**config.mk**
```make
export PLATFORM = sky130hd
export DESIGN_NAME = uart_buffered_rx_tx_rings_unit
export DESIGN_NICKNAME = d
export VERILOG_FILES = /design/src/hdl/urb_pkg.sv /design/src/hdl/urb_front.sv /design/src/hdl/urb_queue.sv /design/src/hdl/urb_back.sv /design/src/hdl/uart_buffered_rx_tx_rings_unit.sv
export VERILOG_INCLUDE_DIRS = /design/src /design/src/hdl
export SDC_FILE = /design/constraint.sdc
export NUM_CORES = 2
export LEC_CHECK = 0
export ABC_AREA = 0
export BUFFER_PORTS_ARGS = -buffer_cell sky130_fd_sc_hd__buf_2
export CORE_MARGIN = 2
export CORE_UTILIZATION = 52
export CTS_CLUSTER_DIAMETER = 120
export DETAILED_ROUTE_END_ITERATION = 8
export PLACE_DENSITY = 0.69
export SKIP_LAST_GASP = 1
export SLEW_MARGIN = 20
export SYNTH_ARGS = -nofsm -noshare
export SYNTH_HDL_FRONTEND = slang
export SYNTH_MEMORY_MAX_BITS = 65536
export SYNTH_SLANG_ARGS = --single-unit
export TNS_END_PERCENT = 50
```
**constraint.sdc**
```tcl
create_clock -name clk -period 14.2 [get_ports clk]
set_input_delay 3.55 -clock clk [delete_from_list [all_inputs] [get_ports clk]]
set_output_delay 3.55 -clock clk [all_outputs]
set_load 0.1 [all_outputs]
```
**src/hdl/uart_buffered_rx_tx_rings_unit_macros.svh**
```systemverilog
// ----------------------------------------------------------------------------
// UART ring buffer assertion macros
// Concurrent assertion helpers; they expand to nothing when SYNTH is defined.
// ----------------------------------------------------------------------------
`ifndef UART_BUFFERED_RX_TX_RINGS_UNIT_MACROS_SVH
`define UART_BUFFERED_RX_TX_RINGS_UNIT_MACROS_SVH

`ifndef SYNTH
// Same-cycle implication, disabled during reset
`define URB_ASSERT_IMP(lbl, ck, rs, ante, cons) \
  lbl: assert property (@(posedge ck) disable iff (rs) (ante) |-> (cons)) \
    else $error("urb assertion failed");
// Next-cycle implication, disabled during reset
`define URB_ASSERT_NXT(lbl, ck, rs, ante, cons) \
  lbl: assert property (@(posedge ck) disable iff (rs) (ante) |=> (cons)) \
    else $error("urb assertion failed");
`else
`define URB_ASSERT_IMP(lbl, ck, rs, ante, cons)
`define URB_ASSERT_NXT(lbl, ck, rs, ante, cons)
`endif

`endif

```
**src/hdl/urb_pkg.sv**
```systemverilog
// ----------------------------------------------------------------------------
// urb_pkg
// Types, codes and sizes shared by the UART ring buffer modules.
// ----------------------------------------------------------------------------
`timescale 1ns / 1ps
`default_nettype none

package urb_pkg;

  // Ring depths and derived widths
  localparam int RX_DEPTH = 256;
  localparam int TX_DEPTH = 256;
  localparam int RX_AW    = $clog2(RX_DEPTH);
  localparam int TX_AW    = $clog2(TX_DEPTH);
  localparam int RX_CW    = $clog2(RX_DEPTH + 1);
  localparam int TX_CW    = $clog2(TX_DEPTH + 1);

  // Size registers and count outputs
  localparam int SIZE_W   = 9;
  localparam int CNT_W    = 9;
  localparam int SIZE_RST = 256;
  localparam int RX_SZW   = (RX_CW > SIZE_W) ? RX_CW : SIZE_W;
  localparam int TX_SZW   = (TX_CW > SIZE_W) ? TX_CW : SIZE_W;
  localparam int RX_EFF_RST = (SIZE_RST > RX_DEPTH) ? RX_DEPTH : SIZE_RST;
  localparam int TX_EFF_RST = (SIZE_RST > TX_DEPTH) ? TX_DEPTH : SIZE_RST;

  // Configuration port
  localparam int CFG_IW = 2;
  localparam int CFG_DW = 9;
  localparam logic [CFG_IW-1:0] REG_RX_SIZE = 2'd0;
  localparam logic [CFG_IW-1:0] REG_TX_SIZE = 2'd1;
  localparam logic [CFG_IW-1:0] REG_ENABLED = 2'd2;

  // Command queue
  localparam int QDEPTH = 2;
  localparam int QAW    = $clog2(QDEPTH);
  localparam int QCW    = $clog2(QDEPTH + 1);

  // Input modes
  localparam logic [2:0] MODE_LINE   = 3'd0;
  localparam logic [2:0] MODE_WRITE  = 3'd1;
  localparam logic [2:0] MODE_READ   = 3'd2;
  localparam logic [2:0] MODE_TXRDY  = 3'd3;
  localparam logic [2:0] MODE_CLR_RX = 3'd4;
  localparam logic [2:0] MODE_CLR_TX = 3'd5;

  // Internal operation codes
  localparam logic [2:0] OP_LINE   = 3'd0;
  localparam logic [2:0] OP_WRITE  = 3'd1;
  localparam logic [2:0] OP_READ   = 3'd2;
  localparam logic [2:0] OP_TXRDY  = 3'd3;
  localparam logic [2:0] OP_CLR_RX = 3'd4;
  localparam logic [2:0] OP_CLR_TX = 3'd5;
  localparam logic [2:0] OP_BAD    = 3'd6;

  // Line status bits
  localparam logic [7:0] LS_OVERRUN = 8'h02;
  localparam logic [7:0] LS_PARITY  = 8'h04;
  localparam logic [7:0] LS_FRAME   = 8'h08;
  localparam logic [7:0] LS_FIFO    = 8'h80;

  // Result status codes
  localparam logic [1:0] ST_DONE  = 2'd0;
  localparam logic [1:0] ST_NA    = 2'd1;
  localparam logic [1:0] ST_FULL  = 2'd2;
  localparam logic [1:0] ST_EMPTY = 2'd3;

  // Line error codes
  localparam logic [1:0] LERR_NONE    = 2'd0;
  localparam logic [1:0] LERR_PARITY  = 2'd1;
  localparam logic [1:0] LERR_FRAME   = 2'd2;
  localparam logic [1:0] LERR_OVERRUN = 2'd3;

  typedef struct packed {
    logic [2:0] mode;
    logic [7:0] data_in;
    logic [7:0] line_status;
  } in_t;

  typedef struct packed {
    logic [1:0]       status;
    logic [7:0]       data_out;
    logic             data_valid;
    logic [1:0]       line_error;
    logic             buffer_full_event;
    logic             data_received;
    logic             tx_active;
    logic [CNT_W-1:0] rx_count;
    logic [CNT_W-1:0] tx_count;
  } out_t;

  // Classified command passed from front to back
  typedef struct packed {
    logic [2:0] op;
    logic [7:0] data;
    logic       drop;
    logic [1:0] lerr;
  } cmd_t;

endpackage

`default_nettype wire

```
**src/hdl/urb_front.sv**
```systemverilog
// ----------------------------------------------------------------------------
// urb_front
// Accepts input transactions and classifies them into queue commands.
// ----------------------------------------------------------------------------
`timescale 1ns / 1ps
`default_nettype none

module urb_front (
  input  wire logic          in_valid,
  output logic               in_stall,
  input  wire urb_pkg::in_t  in_item,
  input  wire logic          q_full,
  output logic               push,
  output urb_pkg::cmd_t      cmd
);

  // Accept whenever the queue has room
  assign in_stall = q_full;
  assign push     = in_valid && !q_full;

  // Mode decode, drop check and line error priority
  always_comb begin
    cmd.data = in_item.data_in;
    unique case (in_item.mode)
      urb_pkg::MODE_LINE:   cmd.op = urb_pkg::OP_LINE;
      urb_pkg::MODE_WRITE:  cmd.op = urb_pkg::OP_WRITE;
      urb_pkg::MODE_READ:   cmd.op = urb_pkg::OP_READ;
      urb_pkg::MODE_TXRDY:  cmd.op = urb_pkg::OP_TXRDY;
      urb_pkg::MODE_CLR_RX: cmd.op = urb_pkg::OP_CLR_RX;
      urb_pkg::MODE_CLR_TX: cmd.op = urb_pkg::OP_CLR_TX;
      default:              cmd.op = urb_pkg::OP_BAD;
    endcase

    // fifo error alone keeps the byte
    cmd.drop = |(in_item.line_status &
                 (urb_pkg::LS_PARITY | urb_pkg::LS_OVERRUN | urb_pkg::LS_FRAME));

    priority if ((in_item.line_status & urb_pkg::LS_PARITY) != '0) begin
      cmd.lerr = urb_pkg::LERR_PARITY;
    end else if ((in_item.line_status & (urb_pkg::LS_FRAME | urb_pkg::LS_FIFO)) != '0) begin
      cmd.lerr = urb_pkg::LERR_FRAME;
    end else if ((in_item.line_status & urb_pkg::LS_OVERRUN) != '0) begin
      cmd.lerr = urb_pkg::LERR_OVERRUN;
    end else begin
      cmd.lerr = urb_pkg::LERR_NONE;
    end
  end

endmodule

`default_nettype wire

```
**src/hdl/urb_queue.sv**
```systemverilog
// ----------------------------------------------------------------------------
// urb_queue
// Short command queue that decouples the front from the back.
// ----------------------------------------------------------------------------
`timescale 1ns / 1ps
`default_nettype none

module urb_queue (
  input  wire logic          clk,
  input  wire logic          rst,
  input  wire logic          push,
  input  wire urb_pkg::cmd_t din,
  output logic               full,
  output logic               valid,
  input  wire logic          pop,
  output urb_pkg::cmd_t      dout
);

  urb_pkg::cmd_t             entries [urb_pkg::QDEPTH];
  logic [urb_pkg::QAW-1:0]   wr_ptr;
  logic [urb_pkg::QAW-1:0]   rd_ptr;
  logic [urb_pkg::QCW-1:0]   count;
  logic [urb_pkg::QAW-1:0]   wr_ptr_next;
  logic [urb_pkg::QAW-1:0]   rd_ptr_next;
  logic [urb_pkg::QCW-1:0]   count_next;

  assign full  = (count == urb_pkg::QCW'(urb_pkg::QDEPTH));
  assign valid = (count != '0);
  assign dout  = entries[rd_ptr];

  // Pointer and occupancy update
  always_comb begin
    wr_ptr_next = wr_ptr;
    rd_ptr_next = rd_ptr;
    count_next  = count;
    if (push) begin
      wr_ptr_next = (wr_ptr == urb_pkg::QAW'(urb_pkg::QDEPTH - 1)) ? '0 :
                    wr_ptr + urb_pkg::QAW'(1);
    end
    if (pop) begin
      rd_ptr_next = (rd_ptr == urb_pkg::QAW'(urb_pkg::QDEPTH - 1)) ? '0 :
                    rd_ptr + urb_pkg::QAW'(1);
    end
    if (push && !pop) begin
      count_next = count + urb_pkg::QCW'(1);
    end else if (pop && !push) begin
      count_next = count - urb_pkg::QCW'(1);
    end
  end

  always_ff @(posedge clk) begin
    if (rst) begin
      wr_ptr <= '0;
      rd_ptr <= '0;
      count  <= '0;
    end else begin
      wr_ptr <= wr_ptr_next;
      rd_ptr <= rd_ptr_next;
      count  <= count_next;
    end
  end

  // Entry storage
  always_ff @(posedge clk) begin
    if (push) begin
      entries[wr_ptr] <= din;
    end
  end

endmodule

`default_nettype wire

```
**src/hdl/urb_back.sv**
```systemverilog
// ----------------------------------------------------------------------------
// urb_back
// Executes queued commands against the receive and transmit rings.
// ----------------------------------------------------------------------------
`timescale 1ns / 1ps
`default_nettype none

module urb_back (
  input  wire logic                    clk,
  input  wire logic                    rst,
  input  wire logic                    q_valid,
  input  wire urb_pkg::cmd_t           cmd,
  output logic                         pop,
  input  wire logic                    cfg_we,
  input  wire logic [urb_pkg::CFG_IW-1:0] cfg_index,
  input  wire logic [urb_pkg::CFG_DW-1:0] cfg_data,
  output logic                         out_valid,
  input  wire logic                    out_stall,
  output urb_pkg::out_t                out_item
);

  // Ring storage
  logic [7:0] rx_mem [urb_pkg::RX_DEPTH];
  logic [7:0] tx_mem [urb_pkg::TX_DEPTH];
  logic [7:0] rx_rd;
  logic [7:0] tx_rd;

  // Ring state and configuration
  logic [urb_pkg::RX_AW-1:0] rx_head, rx_tail, rx_head_next, rx_tail_next;
  logic [urb_pkg::TX_AW-1:0] tx_head, tx_tail, tx_head_next, tx_tail_next;
  logic [urb_pkg::RX_CW-1:0] rx_fill, rx_fill_next, rx_eff, rx_eff_next;
  logic [urb_pkg::TX_CW-1:0] tx_fill, tx_fill_next, tx_eff, tx_eff_next;
  logic                      tx_irq, tx_irq_next;
  logic                      enabled, enabled_next;

  // Per-transaction strobes
  logic rx_we, tx_we, rx_re, tx_re;
  logic exec;

  // Output register
  urb_pkg::out_t res, out_res;
  logic          out_from_tx;
  logic          out_valid_next;

  // Size register decode
  logic [urb_pkg::RX_SZW-1:0] rx_req;
  logic [urb_pkg::TX_SZW-1:0] tx_req;
  logic [urb_pkg::RX_CW-1:0]  rx_size_eff;
  logic [urb_pkg::TX_CW-1:0]  tx_size_eff;

  // Wrapped pointer increments
  logic [urb_pkg::RX_AW-1:0] rx_head_inc, rx_tail_inc;
  logic [urb_pkg::TX_AW-1:0] tx_head_inc, tx_tail_inc;

  assign exec = q_valid && (!out_valid || !out_stall);
  assign pop  = exec;

  assign rx_head_inc = (urb_pkg::RX_CW'(rx_head) + urb_pkg::RX_CW'(1) == rx_eff) ? '0 :
                       rx_head + urb_pkg::RX_AW'(1);
  assign rx_tail_inc = (urb_pkg::RX_CW'(rx_tail) + urb_pkg::RX_CW'(1) == rx_eff) ? '0 :
                       rx_tail + urb_pkg::RX_AW'(1);
  assign tx_head_inc = (urb_pkg::TX_CW'(tx_head) + urb_pkg::TX_CW'(1) == tx_eff) ? '0 :
                       tx_head + urb_pkg::TX_AW'(1);
  assign tx_tail_inc = (urb_pkg::TX_CW'(tx_tail) + urb_pkg::TX_CW'(1) == tx_eff) ? '0 :
                       tx_tail + urb_pkg::TX_AW'(1);

  // Zero acts as one, anything above the depth acts as the depth
  assign rx_req = urb_pkg::RX_SZW'(cfg_data);
  assign tx_req = urb_pkg::TX_SZW'(cfg_data);
  assign rx_size_eff = (rx_req == '0) ? urb_pkg::RX_CW'(1) :
                       (rx_req > urb_pkg::RX_SZW'(urb_pkg::RX_DEPTH)) ?
                       urb_pkg::RX_CW'(urb_pkg::RX_DEPTH) : urb_pkg::RX_CW'(rx_req);
  assign tx_size_eff = (tx_req == '0) ? urb_pkg::TX_CW'(1) :
                       (tx_req > urb_pkg::TX_SZW'(urb_pkg::TX_DEPTH)) ?
                       urb_pkg::TX_CW'(urb_pkg::TX_DEPTH) : urb_pkg::TX_CW'(tx_req);

  // Command execution and configuration writes
  always_comb begin
    rx_head_next = rx_head;
    rx_tail_next = rx_tail;
    rx_fill_next = rx_fill;
    tx_head_next = tx_head;
    tx_tail_next = tx_tail;
    tx_fill_next = tx_fill;
    tx_irq_next  = tx_irq;
    enabled_next = enabled;
    rx_eff_next  = rx_eff;
    tx_eff_next  = tx_eff;
    rx_we = 1'b0;
    tx_we = 1'b0;
    rx_re = 1'b0;
    tx_re = 1'b0;
    res = '0;
    res.status = urb_pkg::ST_DONE;

    if (exec) begin
      unique case (cmd.op)
        urb_pkg::OP_CLR_RX: begin
          rx_head_next = '0;
          rx_tail_next = '0;
          rx_fill_next = '0;
        end
        urb_pkg::OP_CLR_TX: begin
          tx_head_next = '0;
          tx_tail_next = '0;
          tx_fill_next = '0;
        end
        urb_pkg::OP_LINE: begin
          if (!enabled) begin
            res.status = urb_pkg::ST_NA;
          end else begin
            res.line_error = cmd.lerr;
            if (cmd.drop) begin
              res.status = urb_pkg::ST_FULL;
            end else if (rx_fill >= rx_eff) begin
              res.status = urb_pkg::ST_FULL;
              res.buffer_full_event = 1'b1;
            end else begin
              rx_we = 1'b1;
              rx_head_next = rx_head_inc;
              rx_fill_next = rx_fill + urb_pkg::RX_CW'(1);
              res.data_received = 1'b1;
            end
          end
        end
        urb_pkg::OP_WRITE: begin
          if (!enabled) begin
            res.status = urb_pkg::ST_NA;
          end else if (tx_fill >= tx_eff) begin
            res.status = urb_pkg::ST_FULL;
            res.buffer_full_event = 1'b1;
          end else begin
            tx_we = 1'b1;
            tx_head_next = tx_head_inc;
            tx_fill_next = tx_fill + urb_pkg::TX_CW'(1);
            tx_irq_next  = 1'b1;
          end
        end
        urb_pkg::OP_READ: begin
          if (!enabled) begin
            res.status = urb_pkg::ST_NA;
          end else if (rx_fill == '0) begin
            res.status = urb_pkg::ST_EMPTY;
          end else begin
            rx_re = 1'b1;
            res.data_valid = 1'b1;
            rx_tail_next = rx_tail_inc;
            rx_fill_next = rx_fill - urb_pkg::RX_CW'(1);
          end
        end
        urb_pkg::OP_TXRDY: begin
          if (!enabled) begin
            res.status = urb_pkg::ST_NA;
          end else if (tx_fill == '0) begin
            res.status  = urb_pkg::ST_EMPTY;
            tx_irq_next = 1'b0;
          end else begin
            tx_re = 1'b1;
            res.data_valid = 1'b1;
            tx_tail_next = tx_tail_inc;
            tx_fill_next = tx_fill - urb_pkg::TX_CW'(1);
          end
        end
        default: begin
          res.status = urb_pkg::ST_NA;
        end
      endcase
    end

    res.tx_active = tx_irq_next;
    res.rx_count  = urb_pkg::CNT_W'(rx_fill_next);
    res.tx_count  = urb_pkg::CNT_W'(tx_fill_next);

    // Config writes must only arrive while idle; the block itself does not enforce it
    if (cfg_we) begin
      unique case (cfg_index)
        urb_pkg::REG_RX_SIZE: begin
          rx_eff_next  = rx_size_eff;
          rx_head_next = '0;
          rx_tail_next = '0;
          rx_fill_next = '0;
        end
        urb_pkg::REG_TX_SIZE: begin
          tx_eff_next  = tx_size_eff;
          tx_head_next = '0;
          tx_tail_next = '0;
          tx_fill_next = '0;
        end
        urb_pkg::REG_ENABLED: begin
          if (cfg_data[0] != enabled) begin
            rx_head_next = '0;
            rx_tail_next = '0;
            rx_fill_next = '0;
            tx_head_next = '0;
            tx_tail_next = '0;
            tx_fill_next = '0;
            tx_irq_next  = cfg_data[0];
          end
          enabled_next = cfg_data[0];
        end
        default: begin
        end
      endcase
    end
  end

  // Output holds while stalled
  always_comb begin
    if (exec) begin
      out_valid_next = 1'b1;
    end else if (out_valid && !out_stall) begin
      out_valid_next = 1'b0;
    end else begin
      out_valid_next = out_valid;
    end
  end

  always_ff @(posedge clk) begin
    if (rst) begin
      rx_head   <= '0;
      rx_tail   <= '0;
      rx_fill   <= '0;
      tx_head   <= '0;
      tx_tail   <= '0;
      tx_fill   <= '0;
      tx_irq    <= 1'b0;
      enabled   <= 1'b0;
      rx_eff    <= urb_pkg::RX_CW'(urb_pkg::RX_EFF_RST);
      tx_eff    <= urb_pkg::TX_CW'(urb_pkg::TX_EFF_RST);
      out_valid <= 1'b0;
    end else begin
      rx_head   <= rx_head_next;
      rx_tail   <= rx_tail_next;
      rx_fill   <= rx_fill_next;
      tx_head   <= tx_head_next;
      tx_tail   <= tx_tail_next;
      tx_fill   <= tx_fill_next;
      tx_irq    <= tx_irq_next;
      enabled   <= enabled_next;
      rx_eff    <= rx_eff_next;
      tx_eff    <= tx_eff_next;
      out_valid <= out_valid_next;
    end
  end

  // Result payload
  always_ff @(posedge clk) begin
    if (exec) begin
      out_res     <= res;
      out_from_tx <= tx_re;
    end
  end

  // Ring memories, registered read
  always_ff @(posedge clk) begin
    if (rx_we) begin
      rx_mem[rx_head] <= cmd.data;
    end
    if (rx_re) begin
      rx_rd <= rx_mem[rx_tail];
    end
  end

  always_ff @(posedge clk) begin
    if (tx_we) begin
      tx_mem[tx_head] <= cmd.data;
    end
    if (tx_re) begin
      tx_rd <= tx_mem[tx_tail];
    end
  end

  // Read data joins the registered result
  always_comb begin
    out_item = out_res;
    if (out_res.data_valid) begin
      out_item.data_out = out_from_tx ? tx_rd : rx_rd;
    end else begin
      out_item.data_out = 8'h00;
    end
  end

endmodule

`default_nettype wire

```
**src/hdl/uart_buffered_rx_tx_rings_unit.sv**
```systemverilog
// ----------------------------------------------------------------------------
// uart_buffered_rx_tx_rings_unit
// Receive and transmit byte rings between a UART line and a host.
//
// Input channel (in_valid/in_stall/in_item): one event per transaction -
// a line byte with its status, a host write, a host read, a transmitter
// ready event, or a clear of either ring. Output channel (out_valid/
// out_stall/out_item): exactly one result per event, in order.
// Config port (cfg_we/cfg_index/cfg_data): ring sizes and port enable;
// write only while no event is in flight.
// Order: an accepted event is written into the queue, then executed from
// the queue into the output register when the result is not held by
// out_stall; read data comes from the ring memory read port in step with
// the result register.
// Throughput: one event per cycle while out_stall is low; each event makes
// at most one access to one ring memory.
// A two-entry queue sits between the classifier and the executor; while
// out_stall is high the result holds, the queue fills and in_stall rises.
// Reset: both rings empty, sizes 256, port closed, transmit irq off.
// ----------------------------------------------------------------------------
`timescale 1ns / 1ps
`default_nettype none
`include "uart_buffered_rx_tx_rings_unit_macros.svh"

module uart_buffered_rx_tx_rings_unit (
  input  wire logic                       clk,
  input  wire logic                       rst,
  input  wire logic                       in_valid,
  output logic                            in_stall,
  input  wire urb_pkg::in_t               in_item,
  output logic                            out_valid,
  input  wire logic                       out_stall,
  output urb_pkg::out_t                   out_item,
  input  wire logic                       cfg_we,
  input  wire logic [urb_pkg::CFG_IW-1:0] cfg_index,
  input  wire logic [urb_pkg::CFG_DW-1:0] cfg_data
);

  logic          q_full;
  logic          q_valid;
  logic          push;
  logic          pop;
  urb_pkg::cmd_t front_cmd;
  urb_pkg::cmd_t q_cmd;

  // Classifier
  urb_front u_front (
    .in_valid (in_valid),
    .in_stall (in_stall),
    .in_item  (in_item),
    .q_full   (q_full),
    .push     (push),
    .cmd      (front_cmd)
  );

  // Command queue
  urb_queue u_queue (
    .clk   (clk),
    .rst   (rst),
    .push  (push),
    .din   (front_cmd),
    .full  (q_full),
    .valid (q_valid),
    .pop   (pop),
    .dout  (q_cmd)
  );

  // Ring executor
  urb_back u_back (
    .clk       (clk),
    .rst       (rst),
    .q_valid   (q_valid),
    .cmd       (q_cmd),
    .pop       (pop),
    .cfg_we    (cfg_we),
    .cfg_index (cfg_index),
    .cfg_data  (cfg_data),
    .out_valid (out_valid),
    .out_stall (out_stall),
    .out_item  (out_item)
  );

  // Checks
  `URB_ASSERT_IMP(a_data_done, clk, rst, out_valid && out_item.data_valid,
                  out_item.status == urb_pkg::ST_DONE)
  `URB_ASSERT_IMP(a_full_status, clk, rst, out_valid && out_item.buffer_full_event,
                  out_item.status == urb_pkg::ST_FULL)
  `URB_ASSERT_IMP(a_recv_done, clk, rst, out_valid && out_item.data_received,
                  out_item.status == urb_pkg::ST_DONE && out_item.rx_count != '0)
  `URB_ASSERT_NXT(a_pop_result, clk, rst, pop, out_valid)

endmodule

`default_nettype wire
```
=== Word-level counts from Yosys, hierarchy flattened ===
Memory sizes are Yosys's and may differ from the RTL's. A register that Yosys moved wholly into a read port is not among the register bits.
Cells that the tools add are included.

* Bits in registers: 102
* Bits in writable memories: 4,124
* Input port bits: 35
* Output and inout bits: 36
* Logic and storage cells: 210
* Memories kept: 3

* $add $sub $neg: 16
* $lt $le $gt $ge: 3
* Equality and inequality tests: 18
* Mux-type cells: 117
* Bitwise gates (word level): 2
* Reductions and logical operators: 28

{| class="wikitable"
|+ Memory list
! memory !! depth !! width !! read ports !! clocked after memory_dff !! wr ports !! RTL line !! RTL
|-
| u_back.rx_mem || 256 || 8 || 1 || 1 || 1 || urb_back.sv:23 || <nowiki>logic [7:0] rx_mem [urb_pkg::RX_DEPTH];</nowiki>
|-
| u_back.tx_mem || 256 || 8 || 1 || 1 || 1 || urb_back.sv:24 || <nowiki>logic [7:0] tx_mem [urb_pkg::TX_DEPTH];</nowiki>
|-
| u_queue.entries || 2 || 14 || 1 || 1 || 1 || urb_queue.sv:19 || <nowiki>urb_pkg::cmd_t entries [urb_pkg::QDEPTH];</nowiki>
|}

{| class="wikitable"
|+ Operators by type and width
! operator !! count
|-
| two-way mux 8 bit || 27
|-
| two-way mux 9 bit || 17
|-
| case mux 8 bit (2 select lines) || 8
|-
| case mux 9 bit (3 select lines) || 2
|-
| two-way mux 1 bit || 40
|-
| adder 8 x 1 -> 9 bit (second input constant) || 4
|-
| equality test 9 bit || 4
|-
| case mux 9 bit (2 select lines) || 2
|-
| adder 8 x 1 -> 8 bit (second input constant) || 4
|-
| two-way mux 2 bit || 16
|-
| zero test 9 bit || 3
|-
| adder 9 x 1 -> 9 bit (second input constant) || 2
|-
| >= comparator 9 bit || 2
|-
| case mux 3 bit (6 select lines) || 1
|-
| subtractor 9 x 1 -> 9 bit (second input constant) || 2
|-
| equality test 3 x 2 -> 1 bit (second input constant) || 4
|-
| equality test 3 bit (second input constant) || 4
|-
| case mux 2 bit (5 select lines) || 1
|-
| greater-than comparator 9 bit (second input constant) || 1
|-
| AND reduction 2 bit || 4
|-
| nonzero test 8 bit || 1
|-
| equality test 3 x 1 -> 1 bit (second input constant) || 2
|-
| zero test 3 bit || 2
|-
| case mux 1 bit (2 select lines) || 3
|-
| 14 further kinds || 28
|}

=== Logic depth before layout (Yosys ltp) ===
* Word-level depth: 11
* Depth in mapped cells: 13
* Mapped depth without buffers: 10

=== Modules after synthesis ===
A second synthesis with hierarchy kept.

* Cells, all modules: 8,018
* Area total of the unflattened synthesis: 165,687.7 µm²

{| class="wikitable"
|+ Modules (own cells, without submodules)
! module !! times used !! cells an instance !! area an instance (µm²) !! sequential area each (µm²)
|-
| urb_back || 1 || 7,935 || 164,356.4 || 125,710.6
|-
| urb_queue || 1 || 65 || 1,216.2 || 940.9
|-
| urb_front || 1 || 18 || 115.1 || 0.0
|}

=== Least setup slack after synthesis ===
Ideal clock, no wire load.

* Kind: input to register
* Start point: input port out_stall
* End point: memory u_back.tx_mem[38][0] (enable)
* Library setup time: 0.370 ns
* Arrival: 6.162 ns
* Data required time: 13.830 ns
* Setup slack: 7.668 ns
* Stages: 12
* Path buffers: 2
* Cells stage by stage: nand2_1 o21ai_2 inv_2 nand3_1 nor2_1 nand2_1 nor2_2 nand2_1 or4b_1 clkbuf_1 buf_2 nor2_1

* Word-level cells in the longest chain between the ends: 6

{| class="wikitable"
|+ RTL lines
! what !! RTL line !! RTL
|-
| start: declaration || uart_buffered_rx_tx_rings_unit.sv:32 || <nowiki>input wire logic out_stall,</nowiki>
|-
| zero test 1 bit || urb_back.sv:55 || <nowiki>assign exec = q_valid && (!out_valid || !out_stall);</nowiki>
|-
| logical OR 1 bit || urb_back.sv:55 ||
|-
| logical AND 1 bit || urb_back.sv:55 ||
|-
| named net pop || uart_buffered_rx_tx_rings_unit.sv:42 || <nowiki>logic pop;</nowiki>
|-
| two-way mux 1 bit || urb_back.sv:96 || <nowiki>if (exec) begin</nowiki>
|-
| two-way mux 1 bit || urb_back.sv:265 || <nowiki>if (tx_we) begin</nowiki>
|-
| two-way mux 1 bit (not written as such) || urb_back.sv:266 || <nowiki>tx_mem[tx_head] <= cmd.data;</nowiki>
|-
| end: declaration || urb_back.sv:24 ||
|}

The timed path passes the listed nets, and every way through them passes these cells.

=== Worst setup path after layout ===
* Start point: input port out_stall
* End point: memory u_back.tx_mem[113][0] (enable)

The elaborated chain is that of the path after synthesis.

==> metrics.cfg <==
[outcome]
status = complete, no violations

[flow_run]
cap_viol_max_count = 0

[logic_synthesis]
async_flop_share_pct = 0
synth_edf_count = 4167
yosys.area_share.simple_pct = 3.06
synth_mux_area_share_pct = 15.9
yosysSeqAreaShare_pct = 75.9
synth_xor_area_share_pct = 0.255
syn_inst = 8166
synth.avg_cell_area_sq_um = 20.4
synth_nets = 8237
synth-adder-area-share_pct = 0.270
synth_ff_type = edfxtp_1
synth_top_family_by_area = multiplexers
synth_seq_cells = 4243
ys_types = 88
syn-cell-area_sq_um = 167000
synth-compound-area-share_pct = 3.16
yosys_warnings = 0

[sta]
hold_viol_final = 0
fin_skew_ns = 0.0609
rsz0062_at_grt = false
fin_crit_sh_pct = 51.9
fmax_ghz = 0.136
slew_violations = 0
relSlewSlack_pct = 11.4
setup_tns_ns = 0
setup_violations = 0
worstMarginPinSlew_ns = 1.29
fin_crit_ns = 7.37

[finish]
fill_cells = 22500
final-seq-area_sq_um = 127000
final_nets = 8370
multi_input_area_sq_um = 38000
area_delta_synth_final_pct = 11.1
final_util_pct = 58.2
drive_above_1_share_pct = 22.0

[placed_design]
port_buffers = 66
hpwlAfterDp_um = 239000
gp_congestion = 0.873

[grt]
grt_overflow_total = 0
grt_max_degree = 239
grt_first_pass_wirelength_um = 591000
antenna_found_initial = 11
grt_pass1_vias = 82800
track_usage_pct = 25.1

[setup_path]
cp.required_ns = 14.72
crit_arrival_ns = 7.89
critPathLaunchType = input port
cp_max_fo = 36
end_kind = flip-flop
critical_path_class = in2reg

[clock_tree]
post_cts_resized = 0
htreeDepth = 5
cts_sinks = 4243
cts_buffers = 401
hold_buffers = 0
cts-root-buf = clkbuf_16
clk_latency_ns = 0.94
post_cts_buffers = 0
tritoncts = done
path_clk_slew_ns = 0.06
clk_path_buf_depth = 4

[power]
power_uw = 28200
powerDensity_nw_per_um2 = 152
ir_drop_v = 0.000195
cellLeakagePower_uw = 0.0550

[detailed_routing]
ant_nets = 0
routedWlPerCell_um = 32.1
first_iter_violations = 11400
wirelength_um = 412000
drcViolationCount = 0
drt-vias-per-instance = 6.51
vias = 83400
drtPass1Iterations = 6

[floorplan]
coreArea_sq_um = 319000
initial_core_util_pct = 52.4
die_y_um = 570
io_pins = 71
rows = 207
die_x_um = 570
die-area_sq_um = 325000

[worst_hold_path]
hp-class = reg2reg

==> state kept, by name, indices dropped and copies added, names as in the netlist, 2 cells and up, named ones only <==
name             flops
u_back.out_item     26
u_back.rx_eff        9
u_back.rx_fill       9
u_back.rx_head       8
u_back.rx_mem     2048
u_back.rx_rd         8
u_back.rx_tail       8
u_back.tx_eff        9
u_back.tx_fill       9
u_back.tx_head       8
u_back.tx_mem     2048
u_back.tx_rd         8
u_back.tx_tail       8
u_queue.count        2
u_queue.entries     28
==> cells by family (layout without fill, tap and decap cells) <==
family                     count (synthesis)  count (layout)
DFF                                     4243            4243
muxes                                   1392            1392
and+or+nand+nor                         1151            1151
AOI/OAI and AO/OA                        762             762
buffers and inverters                    535             996
xor gates and xnor gates                  47              47
adders and majority gates                 36              36
other                                      0              13
==> synth_stat cells (14+ instances only) <==
master,count,share of area (%)
clkbuf_1,286,0.64
xnor2_1,31,0.16
nor2b_1,30,0.11
or4_1,14,0.063
and2_1,23,0.086
nand4_1,28,0.11
o22ai_1,65,0.24
buf_2,86,0.26
edfxtp_1,4167,75
a21oi_1,182,0.55
a211oi_1,21,0.095
nor2_1,643,1.4
mux4_2,1000,14
nor3_1,61,0.18
nand2_1,170,0.38
a22oi_1,98,0.44
a31oi_1,28,0.11
nor3b_1,17,0.077
mux2_2,20,0.14
or3_1,15,0.056
ha_1,36,0.27
nor4_1,18,0.068
nand2b_1,18,0.068
xor2_1,15,0.079
o221ai_1,97,0.51
o21ai_0,83,0.25
buf_4,68,0.31
a221oi_1,33,0.17
mux2i_1,371,2.2
a21o_1,22,0.099
a221o_1,18,0.11
nand3_1,72,0.22
dfxtp_1,76,0.91
inv_1,44,0.099
o31ai_1,15,0.068
buf_1,41,0.092
==> area by class of cell <==
class,instances,share of cell area (%)
Tap cell,4180,2.82
Inverter,48,0.0999
Clock inverter,245,1.57
Clock buffer,486,5.70
Multi-Input combinational cell,3388,20.5
Antenna cell,13,0.0175
Sequential cell,4243,68.3
Timing Repair Buffer,217,0.942
==> final timing paths <==
| check | from | end | slack [ns] | cells after the start |
|---|---|---|---|---|
| min reg2reg | u_back.out_valid | u_back.out_valid | 0.50 | 2 |
| max | out_stall | u_back.tx_mem[113][0] | 6.83 | 10 |
| max reg2reg | u_back.rx_tail[0] | u_back.rx_rd[1] | 8.23 | 8 |
| min | u_back.out_valid | u_back.out_valid | 0.50 | 2 |
==> stage by stage <==
| stage | setup slack, ns | hold slack (ns) | area (sq um) | std cells |
|---|---|---|---|---|
| floorplan | 7.67 | 0.478 | 167000 | 8166 |
| finish | 6.83 | 0.500 | 185000 | 12800 |
| global route | 6.66 | 0.543 | 185000 | 12800 |
| detailed placement | 5.93 | 0.493 | 172000 | 12100 |
| global placement | 5.90 | 0.495 | 172000 | 12100 |
| CTS | 6.89 | 0.501 | 185000 | 12800 |
==> metal layers <==
metal  wire length, um  global-route usage, %  vias to the layer above
met5                27                      0                        -
met4             17300                   9.56                        4
met3             35300                   4.00                      787
met2            203000                   40.9                     4436
met1            157000                   34.5                    44000
li1                  -                      -                    34200
==> layout by cell type (no fill, tap or decap), types with 43 or more instances in the layout <==
master,n
buf_2,66
nand2_1,153
inv_1,43
nor2_1,639
a21oi_1,181
mux4_2,1000
bufinv_16,63
nand3_1,64
o22ai_1,65
clkbuf_16,410
a22oi_1,98
dfxtp_1,65
nor3_1,60
buf_4,128
edfxtp_1,4167
clkinv_2,62
clkbuf_1,73
o221ai_1,97
o21ai_0,83
clkinv_1,78
mux2i_1,371
==> power by group <==
| part | internal, uW | switching, uW |
|---|---|---|
| sequential | 15100 | 37.7 |
| clock | 6450 | 4550 |
| combinational | 189 | 1910 |
==> worst max-delay path, cell delays in order <==
cell	delay (ns)
buf_2	0.10
nand2_1	0.08
o21ai_2	0.17
inv_2	0.65
nand3_1	0.16
nor2_1	0.43
nand2_1	0.29
a211oi_2	0.65
nand3_1	0.84
nor2_1	0.91
Note: power is estimated with default switching activity, not from simulation.
